File: src/design/sfa_pkg.sv
// sprite frame animation sequencer: shared types and constants
// no dependencies; imported by sfa_table, sfa_core and the top level
package sfa_pkg;

  localparam int FRAME_W = 4;
  localparam int SUB_W   = 8;
  localparam int VALUE_W = 16;
  localparam int INDEX_W = 4;
  localparam int COUNT_W = 5;
  localparam int TL_W    = 24;

  typedef enum logic [1:0] {
    OP_TICK       = 2'd0,
    OP_SET_FRAME  = 2'd1,
    OP_LOAD_ENTRY = 2'd2,
    OP_RESTART    = 2'd3
  } op_t;

  typedef enum logic [1:0] {
    DIR_FWD  = 2'd0,
    DIR_BWD  = 2'd1,
    DIR_HALT = 2'd2
  } dir_t;

  localparam logic [1:0] MODE_REPEAT   = 2'd0;
  localparam logic [1:0] MODE_PINGPONG = 2'd1;
  localparam logic [1:0] MODE_HALT     = 2'd2;

  localparam logic [1:0] REG_MODE        = 2'd0;
  localparam logic [1:0] REG_REPEAT_FROM = 2'd1;
  localparam logic [1:0] REG_FRAME_COUNT = 2'd2;

  localparam logic signed [TL_W-1:0] TL_MIN = {1'b1, {(TL_W-1){1'b0}}};
  localparam logic signed [TL_W-1:0] TL_MAX = {1'b0, {(TL_W-1){1'b1}}};

  typedef struct packed {
    logic [FRAME_W-1:0] frame;
    logic [SUB_W-1:0]   subtexture;
    logic [1:0]         direction;
    logic               error;
  } sfa_result_t;

endpackage

File: src/design/sprite_frame_animation_sequencer_top.sv
// sprite frame animation sequencer, top level
// input register, config registers and result register around sfa_core; uses sfa_pkg
//
// usage:
//   input channel (in_valid/in_ready) carries one item: op, value, entry_index,
//   entry_subtexture, entry_duration. ops are tick, set_frame, load_entry, restart.
//   output channel (out_valid/out_ready) returns exactly one result per item:
//   frame, subtexture, direction, error.
//   config writes (cfg_write, cfg_index, cfg_data) set mode, repeat_from and
//   frame_count; they take effect at once and are meant for an idle block.
// timing:
//   an accepted item is held in the input register, is processed by a subtract,
//   saturate, frame step and table read, and lands in the result register;
//   out_valid rises when the item moves from the input register to the result register.
//   throughput is one item per clock while out_ready is high; the frame/tick state
//   registers update together with the result register.
// reset (rst, synchronous): frame 0, forwards, zero ticks left, mode repeat,
//   repeat_from 0, frame_count 1, both channels empty. the frame table holds
//   no reset value and must be loaded before it is shown.
// stall: when out_ready is low the result is held and one further item is
//   held in the input register; in_ready drops only when both are full.
module sprite_frame_animation_sequencer_top #(
  parameter int MAX_FRAMES    = 16,
  parameter int DURATION_BITS = 16
) (
  input  logic                          clk,
  input  logic                          rst,
  input  logic                          in_valid,
  output logic                          in_ready,
  input  sfa_pkg::op_t                  op,
  input  logic [sfa_pkg::VALUE_W-1:0]   value,
  input  logic [sfa_pkg::INDEX_W-1:0]   entry_index,
  input  logic [sfa_pkg::SUB_W-1:0]     entry_subtexture,
  input  logic [sfa_pkg::VALUE_W-1:0]   entry_duration,
  output logic                          out_valid,
  input  logic                          out_ready,
  output logic [sfa_pkg::FRAME_W-1:0]   frame,
  output logic [sfa_pkg::SUB_W-1:0]     subtexture,
  output logic [1:0]                    direction,
  output logic                          error,
  input  logic                          cfg_write,
  input  logic [1:0]                    cfg_index,
  input  logic [sfa_pkg::COUNT_W-1:0]   cfg_data
);
  import sfa_pkg::*;

  logic                 item_valid;
  op_t                  item_op;
  logic [VALUE_W-1:0]   item_value;
  logic [INDEX_W-1:0]   item_index;
  logic [SUB_W-1:0]     item_sub;
  logic [VALUE_W-1:0]   item_dur;

  logic [1:0]           mode;
  logic [FRAME_W-1:0]   repeat_from;
  logic [COUNT_W-1:0]   frame_count;

  sfa_result_t          res;
  sfa_result_t          result;
  logic                 fire;

  assign fire     = item_valid && (!out_valid || out_ready);
  assign in_ready = !item_valid || fire;

  always_ff @(posedge clk) begin
    if (rst) begin
      item_valid <= 1'b0;
    end else if (in_valid && in_ready) begin
      item_valid <= 1'b1;
    end else if (fire) begin
      item_valid <= 1'b0;
    end
  end

  always_ff @(posedge clk) begin
    if (in_valid && in_ready) begin
      item_op    <= op;
      item_value <= value;
      item_index <= entry_index;
      item_sub   <= entry_subtexture;
      item_dur   <= entry_duration;
    end
  end

  always_ff @(posedge clk) begin
    if (rst) begin
      mode        <= MODE_REPEAT;
      repeat_from <= '0;
      frame_count <= COUNT_W'(1);
    end else if (cfg_write) begin
      case (cfg_index)
        REG_MODE:        mode        <= cfg_data[1:0];
        REG_REPEAT_FROM: repeat_from <= cfg_data[FRAME_W-1:0];
        REG_FRAME_COUNT: frame_count <= cfg_data;
        default: begin
          mode <= mode;
        end
      endcase
    end
  end

  sfa_core #(
    .MAX_FRAMES   (MAX_FRAMES),
    .DURATION_BITS(DURATION_BITS)
  ) u_core (
    .clk        (clk),
    .rst        (rst),
    .fire       (fire),
    .item_op    (item_op),
    .item_value (item_value),
    .item_index (item_index),
    .item_sub   (item_sub),
    .item_dur   (item_dur),
    .mode       (mode),
    .repeat_from(repeat_from),
    .frame_count(frame_count),
    .res        (res)
  );

  always_ff @(posedge clk) begin
    if (rst) begin
      out_valid <= 1'b0;
    end else if (fire) begin
      out_valid <= 1'b1;
    end else if (out_ready) begin
      out_valid <= 1'b0;
    end
  end

  always_ff @(posedge clk) begin
    if (fire) begin
      result <= res;
    end
  end

  assign frame      = result.frame;
  assign subtexture = result.subtexture;
  assign direction  = result.direction;
  assign error      = result.error;

  a_fire_gives_result: assert property (@(posedge clk) disable iff (rst)
    fire |=> out_valid)
    else $error("processed item did not produce a result");

  a_held_item_kept: assert property (@(posedge clk) disable iff (rst)
    item_valid && !fire |=> item_valid && $stable(item_op) && $stable(item_value))
    else $error("stalled item lost or changed in input register");

  a_tick_no_error: assert property (@(posedge clk) disable iff (rst)
    fire && (item_op == OP_TICK) |=> !result.error)
    else $error("tick item flagged an error");

  a_restart_home: assert property (@(posedge clk) disable iff (rst)
    fire && (item_op == OP_RESTART) |=> (result.frame == '0) && (result.direction == DIR_FWD))
    else $error("restart did not return to frame zero forwards");

endmodule

File: src/design/sfa_table.sv
// frame table: sub-texture index and display duration per frame slot
// one write port, one combinational read port; uses sfa_pkg
module sfa_table #(
  parameter int MAX_FRAMES    = 16,
  parameter int DURATION_BITS = 16,
  parameter int IDX_W         = (MAX_FRAMES > 1) ? $clog2(MAX_FRAMES) : 1
) (
  input  logic                     clk,
  input  logic                     we,
  input  logic [IDX_W-1:0]         waddr,
  input  logic [sfa_pkg::SUB_W-1:0] wsub,
  input  logic [DURATION_BITS-1:0] wdur,
  input  logic [IDX_W-1:0]         raddr,
  output logic [sfa_pkg::SUB_W-1:0] rsub,
  output logic [DURATION_BITS-1:0] rdur
);
  import sfa_pkg::*;

  logic [SUB_W-1:0]         sub_mem [MAX_FRAMES];
  logic [DURATION_BITS-1:0] dur_mem [MAX_FRAMES];

  always_ff @(posedge clk) begin
    if (we) begin
      sub_mem[waddr] <= wsub;
      dur_mem[waddr] <= wdur;
    end
  end

  assign rsub = sub_mem[raddr];
  assign rdur = dur_mem[raddr];

endmodule

File: src/design/sfa_core.sv
// animation state and combinational next-state update for one item
// holds frame, direction and remaining tick count; uses sfa_pkg and sfa_table
module sfa_core #(
  parameter int MAX_FRAMES    = 16,
  parameter int DURATION_BITS = 16
) (
  input  logic                          clk,
  input  logic                          rst,
  input  logic                          fire,
  input  sfa_pkg::op_t                  item_op,
  input  logic [sfa_pkg::VALUE_W-1:0]   item_value,
  input  logic [sfa_pkg::INDEX_W-1:0]   item_index,
  input  logic [sfa_pkg::SUB_W-1:0]     item_sub,
  input  logic [sfa_pkg::VALUE_W-1:0]   item_dur,
  input  logic [1:0]                    mode,
  input  logic [sfa_pkg::FRAME_W-1:0]   repeat_from,
  input  logic [sfa_pkg::COUNT_W-1:0]   frame_count,
  output sfa_pkg::sfa_result_t          res
);
  import sfa_pkg::*;

  localparam int IDX_W = (MAX_FRAMES > 1) ? $clog2(MAX_FRAMES) : 1;
  localparam int DB    = DURATION_BITS;
  localparam int SW    = ((DB > TL_W) ? DB : TL_W) + 2;
  localparam logic [8:0] MF = 9'(MAX_FRAMES);

  logic [FRAME_W-1:0]      current_frame, frame_next;
  dir_t                    play_direction, dir_next;
  logic signed [TL_W-1:0]  ticks_left, ticks_left_next;

  logic [COUNT_W-1:0]      count, count_m1, count_m2;
  logic                    at_end;
  logic [FRAME_W-1:0]      adv_frame;
  dir_t                    adv_dir;

  logic signed [TL_W+1:0]  diff;
  logic signed [TL_W-1:0]  tl_dec;
  logic                    le0;
  logic signed [TL_W-1:0]  base;
  logic signed [SW-1:0]    sum;
  logic signed [TL_W-1:0]  tl_add;

  logic [DB+VALUE_W-1:0]   dur_ext;
  logic [DB-1:0]           dur_m;
  logic [IDX_W+FRAME_W-1:0] ra_ext;
  logic [IDX_W+INDEX_W-1:0] wa_ext;
  logic [IDX_W-1:0]        raddr, waddr;
  logic [SUB_W-1:0]        rsub;
  logic [DB-1:0]           rdur;
  logic                    we;
  logic                    err;

  // frames in use, clamped to 1..MAX_FRAMES
  always_comb begin
    if (frame_count == '0) begin
      count = COUNT_W'(1);
    end else if ({4'b0, frame_count} > MF) begin
      count = MF[COUNT_W-1:0];
    end else begin
      count = frame_count;
    end
  end

  assign count_m1 = count - COUNT_W'(1);
  assign count_m2 = count - COUNT_W'(2);
  assign at_end   = ({1'b0, current_frame} + COUNT_W'(1)) >= count;

  // frame step by mode
  always_comb begin
    adv_frame = current_frame;
    adv_dir   = play_direction;
    case (mode)
      MODE_HALT: begin
        if (at_end) begin
          adv_frame = count_m1[FRAME_W-1:0];
          adv_dir   = DIR_HALT;
        end else begin
          adv_frame = current_frame + FRAME_W'(1);
        end
      end
      MODE_PINGPONG: begin
        if (play_direction == DIR_FWD) begin
          if (at_end) begin
            if (count >= COUNT_W'(2)) begin
              adv_frame = count_m2[FRAME_W-1:0];
              adv_dir   = DIR_BWD;
            end else begin
              adv_frame = '0;
            end
          end else begin
            adv_frame = current_frame + FRAME_W'(1);
          end
        end else begin
          if (current_frame == '0) begin
            if (count >= COUNT_W'(2)) begin
              adv_frame = FRAME_W'(1);
              adv_dir   = DIR_FWD;
            end
          end else begin
            adv_frame = current_frame - FRAME_W'(1);
          end
        end
      end
      default: begin
        // repeat, and the unused mode code behaves the same
        if (at_end) begin
          adv_frame = ({1'b0, repeat_from} < count) ? repeat_from : '0;
        end else begin
          adv_frame = current_frame + FRAME_W'(1);
        end
      end
    endcase
  end

  // saturating subtract of elapsed ticks
  always_comb begin
    diff = $signed({{2{ticks_left[TL_W-1]}}, ticks_left})
         - $signed({{(TL_W+2-VALUE_W){1'b0}}, item_value});
    if ((&diff[TL_W+1:TL_W-1]) || !(|diff[TL_W+1:TL_W-1])) begin
      tl_dec = diff[TL_W-1:0];
    end else begin
      tl_dec = diff[TL_W+1] ? TL_MIN : TL_MAX;
    end
  end

  assign le0 = tl_dec[TL_W-1] || (tl_dec == '0);

  // saturating add of the new frame's duration
  always_comb begin
    base = (item_op == OP_TICK) ? tl_dec : '0;
    sum  = $signed({{(SW-TL_W){base[TL_W-1]}}, base}) + $signed({{(SW-DB){1'b0}}, rdur});
    if ((&sum[SW-1:TL_W-1]) || !(|sum[SW-1:TL_W-1])) begin
      tl_add = sum[TL_W-1:0];
    end else begin
      tl_add = sum[SW-1] ? TL_MIN : TL_MAX;
    end
  end

  assign dur_ext = {{DB{1'b0}}, item_dur};
  assign dur_m   = dur_ext[DB-1:0];

  always_comb begin
    frame_next      = current_frame;
    dir_next        = play_direction;
    ticks_left_next = ticks_left;
    err             = 1'b0;
    we              = 1'b0;
    case (item_op)
      OP_TICK: begin
        if (play_direction != DIR_HALT) begin
          ticks_left_next = tl_dec;
          if (le0) begin
            frame_next      = adv_frame;
            dir_next        = adv_dir;
            ticks_left_next = tl_add;
          end
        end
      end
      OP_SET_FRAME: begin
        if (item_value >= {{(VALUE_W-COUNT_W){1'b0}}, count}) begin
          err = 1'b1;
        end else begin
          frame_next      = item_value[FRAME_W-1:0];
          ticks_left_next = tl_add;
        end
      end
      OP_LOAD_ENTRY: begin
        if ((dur_m == '0) || ({5'b0, item_index} >= MF)) begin
          err = 1'b1;
        end else begin
          we = 1'b1;
        end
      end
      OP_RESTART: begin
        frame_next      = '0;
        dir_next        = DIR_FWD;
        ticks_left_next = tl_add;
      end
      default: begin
        err = 1'b0;
      end
    endcase
  end

  assign ra_ext = {{IDX_W{1'b0}}, frame_next};
  assign raddr  = ra_ext[IDX_W-1:0];
  assign wa_ext = {{IDX_W{1'b0}}, item_index};
  assign waddr  = wa_ext[IDX_W-1:0];

  sfa_table #(
    .MAX_FRAMES   (MAX_FRAMES),
    .DURATION_BITS(DURATION_BITS)
  ) u_table (
    .clk  (clk),
    .we   (fire && we),
    .waddr(waddr),
    .wsub (item_sub),
    .wdur (dur_m),
    .raddr(raddr),
    .rsub (rsub),
    .rdur (rdur)
  );

  // a load into the shown frame is visible in the same result
  always_comb begin
    res.frame      = frame_next;
    res.subtexture = (we && (waddr == raddr)) ? item_sub : rsub;
    res.direction  = dir_next;
    res.error      = err;
  end

  always_ff @(posedge clk) begin
    if (rst) begin
      current_frame  <= '0;
      play_direction <= DIR_FWD;
      ticks_left     <= '0;
    end else if (fire) begin
      current_frame  <= frame_next;
      play_direction <= dir_next;
      ticks_left     <= ticks_left_next;
    end
  end

endmodule
File: config.mk
export PLATFORM = sky130hd
export DESIGN_NAME = sprite_frame_animation_sequencer_top
export DESIGN_NICKNAME = d
export VERILOG_FILES = /design/src/design/sfa_pkg.sv /design/src/design/sprite_frame_animation_sequencer_top.sv /design/src/design/sfa_table.sv /design/src/design/sfa_core.sv
export SDC_FILE = /design/constraint.sdc
export NUM_CORES = 1
export LEC_CHECK = 0
export BUFFER_PORTS_ARGS = -buffer_cell sky130_fd_sc_hd__buf_2
export CAP_MARGIN = 20
export CORE_UTILIZATION = 62
export DETAILED_ROUTE_END_ITERATION = 8
export PLACE_DENSITY_LB_ADDON = 0.05
export SLEW_MARGIN = 20
export SYNTH_ARGS = -nofsm -noshare
export SYNTH_HDL_FRONTEND = slang
export SYNTH_HIERARCHICAL = 1
export SYNTH_SLANG_ARGS = --single-unit
File: constraint.sdc
create_clock -name clk -period 10.8 [get_ports clk]
set_input_delay 2.16 -clock clk [delete_from_list [all_inputs] [get_ports clk]]
set_output_delay 2.16 -clock clk [all_outputs]
set_load 0.01 [all_outputs]
==> impl_metrics.json, run 1 <==
{
  "h-tree-depth": 2,
  "timing.rr.end": "u_core/ticks_left[21]$_SDFFE_PP0P_",
  "rows": 69,
  "drv_cap": 0,
  "hp-class": "reg -> reg",
  "synthTopCellsByArea": "edfxtp_1 (59%), mux4_2 (9.6%), dfxtp_1 (3.8%)",
  "slowest_stage": "clkinv_2",
  "synth_xor_area_share_pct": 1.320,
  "grtUsageTotal_pct": 30.23,
  "layout.cells.non_filler": 2125,
  "drtIter0Drc": 1234,
  "max_freq_ghz": 0.1083,
  "route.detailed.drc": 6,
  "clock_skew_ns": 0.02454,
  "numPortBuffers": 74,
  "synth_cells": 1542,
  "synth_top_family_by_area": "multiplexers",
  "use_met3_pct": 4.255,
  "hpwlAfterDp_um": 33500,
  "vias": 14140,
  "pin_count": 75,
  "avgSynthCellArea_um2": 14.63,
  "fin_crit_sh_pct": 85.51,
  "synth-edff-count": 445,
  "synth_top_area_share_pct": 59.25,
  "placed_cells": 2038,
  "yosysSeqAreaShare_pct": 63.06,
  "fp.dieH_um": 192.7,
  "final_common_cell": "edfxtp_1",
  "pwr_density_cell_nw_per_um2": 180.9,
  "cts_resized": 0,
  "startpoint_type": "flip-flop",
  "synthSimpleGateAreaFrac_pct": 8.732,
  "n_fill_cell": 2382,
  "critPathArrivalTime_ns": 9.72,
  "routedWlPerCell_um": 25.76,
  "final_hold_viol_count": 0,
  "end_kind": "flip-flop",
  "finalPower_mw": 4.519,
  "numCtsBuffers": 48,
  "layout_common_cells": "edfxtp_1 (445), nand2_1 (117), mux4_2 (96)",
  "vias_per_cell": 6.652,
  "ys.flop_type": "edfxtp_1",
  "die_w_um": 192.7,
  "cts_tree": "yes",
  "synthMuxAreaShare_pct": 11.06,
  "synth_area_leader_cell": "edfxtp_1",
  "status": "finished with violations",
  "drt-pass1-iter-count": 9,
  "period_needed_ns": 9.235,
  "grt_antenna_before_repair": 0,
  "met2_usage_pct": 47.88,
  "slew_headroom_pct": 24.50,
  "cp_max_fo": 32,
  "synthAdderAreaFrac_pct": 3.395,
  "cpPeakStageDelay_ns": 0.61,
  "synth-compound-area-share_pct": 10.15,
  "synth_fp_nets": 1660,
  "violations": "DRC",
  "worst_pin_slew_ns": 1.130,
  "area_growth_pct": 10.76,
  "grt_pass1_wl_um": 81570,
  "worstHoldStart": "item_valid$_SDFFE_PP0P_",
  "hold-path-endpoint": "out_valid$_SDFFE_PP0P_",
  "reg2reg_slack_ns": 1.56,
  "crit_type": "reg -> reg",
  "yosysWarningCount": 6,
  "crit_path_start": "frame_count[2]$_SDFFE_PP0P_",
  "cts_root_buf": "clkbuf_16",
  "antenna_cells": 0,
  "fin_tns_setup_ns": 0,
  "core_um2": 35660,
  "grt_max_degree": 61,
  "synth_seq_cells": 488,
  "reg2reg_from": "frame_count[2]$_SDFFE_PP0P_",
  "top_usage_layer": "met2",
  "drv_slew": 0,
  "ir_worst_vdd_mv": 0.3556,
  "routed_wl_um": 54730,
  "drive_gt1_share_pct": 19.89,
  "crit_required_ns": 11.29,
  "die_area_um2": 37140,
  "cts_hold_buf": 0,
  "finalSetupViolations": 0,
  "yosysUniqueCellTypes": 95,
  "clk_pin_slew_ns": 0.07,
  "drtAntennaViolNets": 0,
  "gp_congestion": 0.9526,
  "grt_overflow_total": 0,
  "met1_usage_pct": 42.90,
  "leakage_nw": 8.601,
  "async_reset_ff_share_pct": 0,
  "netlist_area_um2": 22550,
  "hold_depth": 2,
  "cts_setup_buffers": 0,
  "clock_latency_ns": 0.59,
  "grt_pass1_vias": 13650,
  "clk_path_buf_depth": 3,
  "nNetsFinal": 1745,
  "start_util_pct": 63.26,
  "rsz0062_at_grt": "false",
  "rr_worst_depth": 31,
  "cts_sinks": 488
}
## cells by family (layout without fill, tap and decap cells)
kind of cell,after synthesis,in the layout
AO/OA/AOI/OAI,336,336
XOR/XNOR,34,34
adder cells (fa/ha/maj),60,60
buffers and inverters,115,237
flip-flops,488,488
multiplexers,125,125
AND/OR/NAND/NOR,384,384
## report_power, final
group | switching (mW) | total (mW) | leakage (nW) | internal [mW]
Combinational | 0.460 | 0.756 | 3.48 | 0.296
Clock | 0.699 | 1.63 | 0.731 | 0.928
Sequential | 0.0424 | 2.14 | 4.39 | 2.09
Total | 1.20 | 4.52 | 8.60 | 3.32
## flip-flops by register name, indices dropped and copies added (netlist names), 4 cells and up
name / count
item_sub: 8
subtexture: 8
repeat_from: 4
u_core/u_table/sub_mem: 128
u_core/ticks_left: 24
item_index: 4
frame: 4
u_core/u_table/dur_mem: 256
u_core/current_frame: 4
frame_count: 5
item_dur: 16
item_value: 16
## critical path, delay by kind of cell (launching register included)
family                     cells  cell delay (ns)
buffers and inverters          3             1.37
adders and majority gates      2             0.71
and+or+nand+nor                7             1.36
DFF                            1             0.33
muxes                          2             0.73
AOI/OAI and AO/OA             17             4.63
## per-layer routing
metal / vias up / wire length, um
li1: 6248 / -
met1: 7064 / 22990
met2: 710 / 25740
met3: 114 / 4156
met4: 0 / 1843
met5: - / 0
## synth_stat cells (24+ instances only)
cell type / number
ha_1: 58
nand2_1: 117
dfxtp_1: 43
nor3_1: 27
a22oi_1: 50
o21ai_0: 63
mux4_2: 96
inv_1: 47
edfxtp_1: 445
nand2b_1: 24
nor2_1: 90
a21oi_1: 81
clkbuf_1: 42
## how the worst max path moves through the flow
stage | end | slack, ns | cells after the start
after floorplan | u_core/ticks_left[2]$_SDFFE_PP0P_ | 3.07 | 32
after global placement | u_core/ticks_left[19]$_SDFFE_PP0P_ | 1.29 | 30
after detailed placement | u_core/ticks_left[20]$_SDFFE_PP0P_ | 1.21 | 30
after CTS | u_core/ticks_left[20]$_SDFFE_PP0P_ | 1.15 | 30
after global routing | u_core/ticks_left[21]$_SDFFE_PP0P_ | 0.69 | 30
final | u_core/ticks_left[21]$_SDFFE_PP0P_ | 1.56 | 31
## area by class of cell
cell class                      instances  area (um2)  share of cell area [%]
Timing Repair Buffer                  102       580.6                   2.324
Tap cell                              461       576.8                   2.309
Inverter                               48       186.4                  0.7463
Clock buffer                           57        1256                   5.029
Multi-Input combinational cell        939        7894                   31.60
Clock inverter                         30       264.0                   1.057
Sequential cell                       488       14220                   56.94
## through the flow
step	utilization [%]	hold WS [ns]	setup WS, ns	area, um2
floorplan	-	0.4250	3.066	22550
global placement	65.78	0.4404	1.295	23450
detailed placement	65.78	0.4503	1.212	23450
CTS	70.04	0.4615	1.154	24970
global route	70.06	0.4811	0.6866	24980
finish	70.06	0.4564	1.565	24980
No activity file was read; power rests on OpenSTA's default activity.
==> run 2, diff against run 1 <==
BUFFER_PORTS_ARGS = unset   (was -buffer_cell sky130_fd_sc_hd__buf_2)
CORE_UTILIZATION = 64   (was 62)
DONT_BUFFER_PORTS = 1   (was unset)
==> run 2 against run 1 <==
  * Worst hold slack better by 0.0051 ns
  * Critical endpoint is now u_core/ticks_left[2]$_SDFFE_PP0P_
  * First-iteration DRC count rose by 23%
  * The run still ends with DRC left
  * Critical path depth shrank 2
  * Global-route usage grew 2.1 points
  * Final cell count fell by 4.2%
  * Total power shrank 1.8%
  * Via count shrank 0.92%
  * Setup slack gained 0.26 ns
  * Non-clock buffer count is 81 lower
  * Largest power group unchanged
  * Highest routed layer is now met5
  * Sequential share of layout area grew 1.1 points
==> impl_metrics.json, run 2 (same netlist as run 1, synthesis figures left out) <==
{
  "crit_required_ns": 11.26,
  "finalSetupViolations": 0,
  "rr_worst_depth": 29,
  "ir_worst_vdd_mv": 0.1709,
  "cts_sinks": 488,
  "grt_overflow_total": 0,
  "routed_wl_um": 56740,
  "cts_root_buf": "clkbuf_16",
  "slew_headroom_pct": 20.01,
  "numPortBuffers": 0,
  "reg2reg_slack_ns": 1.82,
  "cts_setup_buffers": 0,
  "hold_depth": 2,
  "leakage_nw": 8.229,
  "slowest_stage": "inv_6",
  "die_area_um2": 36000,
  "end_kind": "flip-flop",
  "antenna_cells": 0,
  "numCtsBuffers": 47,
  "largest_reg_flops": 256,
  "hp-class": "reg -> reg",
  "routedWlPerCell_um": 27.88,
  "drv_slew": 0,
  "clock_latency_ns": 0.61,
  "drtAntennaViolNets": 0,
  "worstHoldStart": "u_core/ticks_left[7]$_SDFFE_PP0P_",
  "route.detailed.drc": 1,
  "cp_max_fo": 55,
  "timing.rr.end": "u_core/ticks_left[2]$_SDFFE_PP0P_",
  "nNetsFinal": 1663,
  "drv_cap": 0,
  "crit_buf_inv": 1,
  "reg2reg_from": "item_value[0]$_DFFE_PP_",
  "grt_pass1_wl_um": 85260,
  "drtIter0Drc": 1514,
  "clk_path_buf_depth": 3,
  "final_common_cell": "edfxtp_1",
  "rows": 68,
  "layout_common_cells": "edfxtp_1 (445), nand2_1 (117), mux4_2 (96)",
  "vias_per_cell": 6.883,
  "hpwlAfterDp_um": 33670,
  "cpPeakStageDelay_ns": 0.59,
  "clock_skew_ns": 0.04487,
  "pwr_density_cell_nw_per_um2": 181.1,
  "grt_antenna_before_repair": 1,
  "fin_crit_sh_pct": 83.12,
  "grt_max_degree": 56,
  "h-tree-depth": 2,
  "max_freq_ghz": 0.1114,
  "grtUsageTotal_pct": 32.32,
  "crit_type": "reg -> reg",
  "drt-pass1-iter-count": 7,
  "status": "finished with violations",
  "startpoint_type": "flip-flop",
  "area_growth_pct": 8.643,
  "clk_pin_slew_ns": 0.06,
  "cts_resized": 0,
  "worst_path_dominant_cell_family": "compound AO/OA/AOI/OAI gates",
  "violations": "DRC",
  "regMostFlops": "u_core/u_table/dur_mem",
  "cts_tree": "yes",
  "core_um2": 34630,
  "die_w_um": 189.7,
  "grt_pass1_vias": 13740,
  "final_hold_viol_count": 0,
  "fp.dieH_um": 189.7,
  "critPathArrivalTime_ns": 9.43,
  "rsz0062_at_grt": "false",
  "reg_top3": "u_core/u_table/dur_mem: 256 flops, u_core/u_table/sub_mem: 128 flops, u_core/ticks_left: 24 flops",
  "crit_path_frequent_cell": "a21oi_1",
  "period_needed_ns": 8.977,
  "cts_hold_buf": 0,
  "whs_ns": 0.4615,
  "hold-path-endpoint": "u_core/ticks_left[7]$_SDFFE_PP0P_",
  "fin_tns_setup_ns": 0,
  "vias": 14010,
  "gp_congestion": 0.9267,
  "pin_count": 75,
  "worst_pin_slew_ns": 1.197,
  "start_util_pct": 65.13,
  "drive_gt1_share_pct": 15.38
}
## run 2: changes by cell type in the layout (fill, tap and decap cells not counted), moves of 2 or more
cell        change
bufinv_16       -3
inv_6           -4
clkinv_4        +2
clkbuf_1       +10
buf_4           -7
clkinvlp_4      -3
nor2_4         +10
buf_2          -74
clkinv_1        -7
nor2_2         -10
## run 2: report_power, final
group / switching, mW / internal (mW) / leakage, nW
clock network: 0.705 / 0.849 / 0.689
registers: 0.0466 / 2.09 / 4.39
logic: 0.454 / 0.288 / 3.15
## run 2: worst max path at each step
stage | end | slack [ns] | depth (start not counted) | from
detailed placement | u_core/ticks_left[2]$_SDFFE_PP0P_ | 1.78 | 29 | item_value[0]$_DFFE_PP_
floorplan | u_core/ticks_left[2]$_SDFFE_PP0P_ | 3.07 | 32 | item_value[0]$_DFFE_PP_
CTS | u_core/ticks_left[2]$_SDFFE_PP0P_ | 1.75 | 29 | item_value[0]$_DFFE_PP_
global placement | u_core/ticks_left[2]$_SDFFE_PP0P_ | 2.02 | 29 | item_value[0]$_DFFE_PP_
global route | u_core/ticks_left[2]$_SDFFE_PP0P_ | 1.27 | 27 | item_value[0]$_DFFE_PP_
finish | u_core/ticks_left[2]$_SDFFE_PP0P_ | 1.82 | 29 | item_value[0]$_DFFE_PP_
## run 2: worst register-to-register path, delay by kind of cell (launching register included)
kind	cells	cell delay, ns
AND/OR/NAND/NOR	8	2.26
buffers and inverters	1	0.59
multiplexers	1	0.63
adder cells (fa/ha/maj)	4	1.32
AO/OA/AOI/OAI	15	3.70
flip-flops	1	0.39
## run 2: per-stage QoR
stage | power [mW] | cells | util (%) | setup slack, ns | cell area [um2]
floorplan | 2.714 | 1542 | - | 3.066 | 22550
global placement | 2.902 | 1951 | 66.63 | 2.023 | 23070
detailed placement | 2.901 | 1951 | 66.63 | 1.781 | 23070
CTS | 4.442 | 2035 | 70.75 | 1.753 | 24500
global route | 4.582 | 2035 | 70.76 | 1.270 | 24500
finish | 4.438 | 2035 | 70.76 | 1.823 | 24500
## run 2: area by class of cell
type,instances,area (um2)
fill,2218,10120
inverter,48,187.7
sequential,488,14220
tap,455,569.3
clock buffer,66,1269
timing repair buffer,21,157.7
clock inverter,18,158.9
multi-input combinational,939,7938
## run 2: layer usage
layer,track usage (%),routed length (um),vias up,part of all wire (%)
met4,11.66,1813,2,3.2
li1,-,-,6098,-
met3,4.612,4584,131,8.1
met2,52.31,27400,773,48
met1,45.24,22920,7002,40
met5,0,13,-,0.023
==> run 3, diff against run 2 <==
CORE_UTILIZATION = 58   (was 64)
clock period = 7.7 ns   (was 10.8 ns; I/O delays follow)
==> run 3 against run 2 <==
  * The run now ends clean
  * Worst hold slack improved by 0.0046 ns
  * Register-to-register slack got worse by 1.4 ns
  * Setup slack got worse by 1.4 ns
  * Clock power increased by 55%
  * Utilization decreased by 2.5 points
  * First-iteration DRC count decreased by 19%
  * Die area increased by 10%
  * Design area increased by 5.7%
  * Fmax increased by 23%
  * Clock skew decreased by 0.024 ns
  * Critical path depth increased by 1
  * Final cell count increased by 8.1%
  * Highest routed layer is now met4
==> impl_metrics.json, run 3 (same netlist as run 1, synthesis figures left out) <==
{
  "pwr_density_cell_nw_per_um2": 255.4,
  "final_common_cell": "edfxtp_1",
  "rr_worst_depth": 30,
  "cpPeakStageDelay_ns": 0.48,
  "end_kind": "flip-flop",
  "pin_count": 75,
  "worst_pin_slew_ns": 1.235,
  "endpoint": "u_core/ticks_left[2]$_SDFFE_PP0P_",
  "vias_per_cell": 6.435,
  "drive_gt1_share_pct": 22.87,
  "drtAntennaViolNets": 0,
  "routed_wl_um": 56320,
  "wl_met1_um": 24210,
  "finalSetupViolations": 0,
  "regArea_um2": 14220,
  "core_um2": 37930,
  "reg_top3": "u_core/u_table/dur_mem: 256 flops, u_core/u_table/sub_mem: 128 flops, u_core/ticks_left: 24 flops",
  "grt_pass1_wl_um": 82210,
  "slew_headroom_pct": 17.45,
  "grt_antenna_before_repair": 0,
  "routedWlPerCell_um": 25.61,
  "vias": 14150,
  "drt-pass1-iter-count": 5,
  "leakage_nw": 8.912,
  "multi_input_area_um2": 8157,
  "grt_max_degree": 47,
  "grtUsageTotal_pct": 28.52,
  "swShare_pct": 26.15,
  "die_area_um2": 39680,
  "place_ws_ns": -0.004904,
  "setup_ws_ns": 0.3818,
  "hpwlAfterDp_um": 35150,
  "regMostFlops": "u_core/u_table/dur_mem",
  "drv_cap": 0,
  "rows": 71,
  "cts_tree": "yes",
  "area_growth_pct": 14.85,
  "pwr-share-comb_pct": 18.4,
  "route.detailed.drc": 0,
  "pwr-share-clk_pct": 36.2,
  "clock_latency_ns": 0.58,
  "start_util_pct": 59.46,
  "ir_worst_vdd_mv": 0.2156,
  "nNetsFinal": 1766,
  "startpoint_type": "flip-flop",
  "numCtsBuffers": 49,
  "drv_slew": 0,
  "die_w_um": 199.2,
  "slowest_stage": "or4_4",
  "antenna_cells": 0,
  "numPortBuffers": 0,
  "hp-class": "reg -> reg",
  "timing.rr.end": "u_core/ticks_left[2]$_SDFFE_PP0P_",
  "internal_power_mw": 4.886,
  "largest_reg_flops": 256,
  "status": "finished, final reports clean",
  "routed.top_layer": "met4",
  "reg2reg_slack_ns": 0.38,
  "cts_hold_buf": 0,
  "layout_common_cells": "edfxtp_1 (445), nand2_1 (114), buf_4 (110)",
  "cts_root_buf": "clkbuf_16",
  "h-tree-depth": 2,
  "n_fill_cell": 2606,
  "wl_met2_um": 26550,
  "clock_skew_ns": 0.02094,
  "fp.dieH_um": 199.2,
  "seqPwrFrac_pct": 45.3,
  "wl_met3_um": 4142,
  "max_freq_ghz": 0.1366,
  "final_hold_viol_count": 0,
  "clk_pin_slew_ns": 0.06,
  "cts_sinks": 488,
  "period_needed_ns": 7.318,
  "gp_congestion": 0.9041,
  "crit_path_frequent_cell": "a21oi_1",
  "drtIter0Drc": 1226,
  "grt_overflow_total": 0,
  "cp_max_fo": 10,
  "fin_tns_setup_ns": 0,
  "crit_type": "reg -> reg",
  "p_sw_mw": 1.730,
  "reg2reg_from": "item_value[13]$_DFFE_PP_",
  "clk_path_buf_depth": 3,
  "crit_path_start": "item_value[13]$_DFFE_PP_",
  "fin_crit_sh_pct": 95.04,
  "critPathArrivalTime_ns": 7.78,
  "crit_required_ns": 8.16,
  "grt_pass1_vias": 13470
}
run 3: worst min path at each step:
stage                                 startpoint                                 to  slack, ns  depth (start not counted)
6_report                 item_valid$_SDFFE_PP0P_             out_valid$_SDFFE_PP0P_       0.47                          2
2_1_floorplan  u_core/ticks_left[0]$_SDFFE_PP0P_  u_core/ticks_left[0]$_SDFFE_PP0P_       0.43                          2
4_1_cts                  item_valid$_SDFFE_PP0P_             out_valid$_SDFFE_PP0P_       0.46                          2
3_3_place_gp             item_valid$_SDFFE_PP0P_             out_valid$_SDFFE_PP0P_       0.45                          2
5_1_grt        u_core/ticks_left[0]$_SDFFE_PP0P_  u_core/ticks_left[0]$_SDFFE_PP0P_       0.50                          2
3_5_place_dp             item_valid$_SDFFE_PP0P_             out_valid$_SDFFE_PP0P_       0.45                          2
run 3: through the flow:
stage	power (mW)	utilization, %	instance area (um2)	cells	hold WS [ns]
global route	6.853	68.29	25900	2199	0.5037
finish	6.616	68.29	25900	2199	0.4662
CTS	6.571	67.13	25470	2185	0.4644
global placement	4.176	62.75	23800	2090	0.4453
floorplan	3.806	-	22550	1542	0.4250
detailed placement	4.178	62.75	23800	2090	0.4549
run 3: final cells by class:
cell class                 instances  area share, %
clock buffer                      58          4.864
timing repair inverter             1        0.03381
inverter                          48         0.7970
sequential                       488          54.91
timing repair buffer             121          4.019
tap                              511          2.468
multi-input combinational        939          31.49
clock inverter                    33          1.420
run 3: timing repair:
item,4_1_cts,5_1_grt
pin swaps,0,16
cloned,0,4
endpoints found under the setup margin,2,24
buffers inserted,4,9
resized for setup,1,50
run 3: routing by layer:
layer / global-route usage, % / vias up
met5: 0 / -
met4: 8.262 / 0
met3: 5.030 / 96
met2: 45.00 / 598
met1: 40.94 / 7135
li1: - / 6321
run 3: critical path: cells and delay by family, from the launching register on:
| kind | cells | cell delay, ns |
|---|---|---|
| simple gates | 8 | 2.15 |
| mux | 1 | 0.44 |
| flops | 1 | 0.35 |
| buf+inv | 3 | 0.37 |
| compound gates | 15 | 2.90 |
| fa+ha+maj | 3 | 1.02 |
run 3: power groups by stage:
stage / registers [mW] / logic [mW] / clock network, mW
floorplan: 3.03 / 0.778 / 0
global placement: 3.05 / 1.12 / 0
detailed placement: 3.06 / 1.12 / 0
CTS: 3.00 / 1.14 / 2.44
global route: 3.01 / 1.31 / 2.54
finish: 3.00 / 1.22 / 2.40
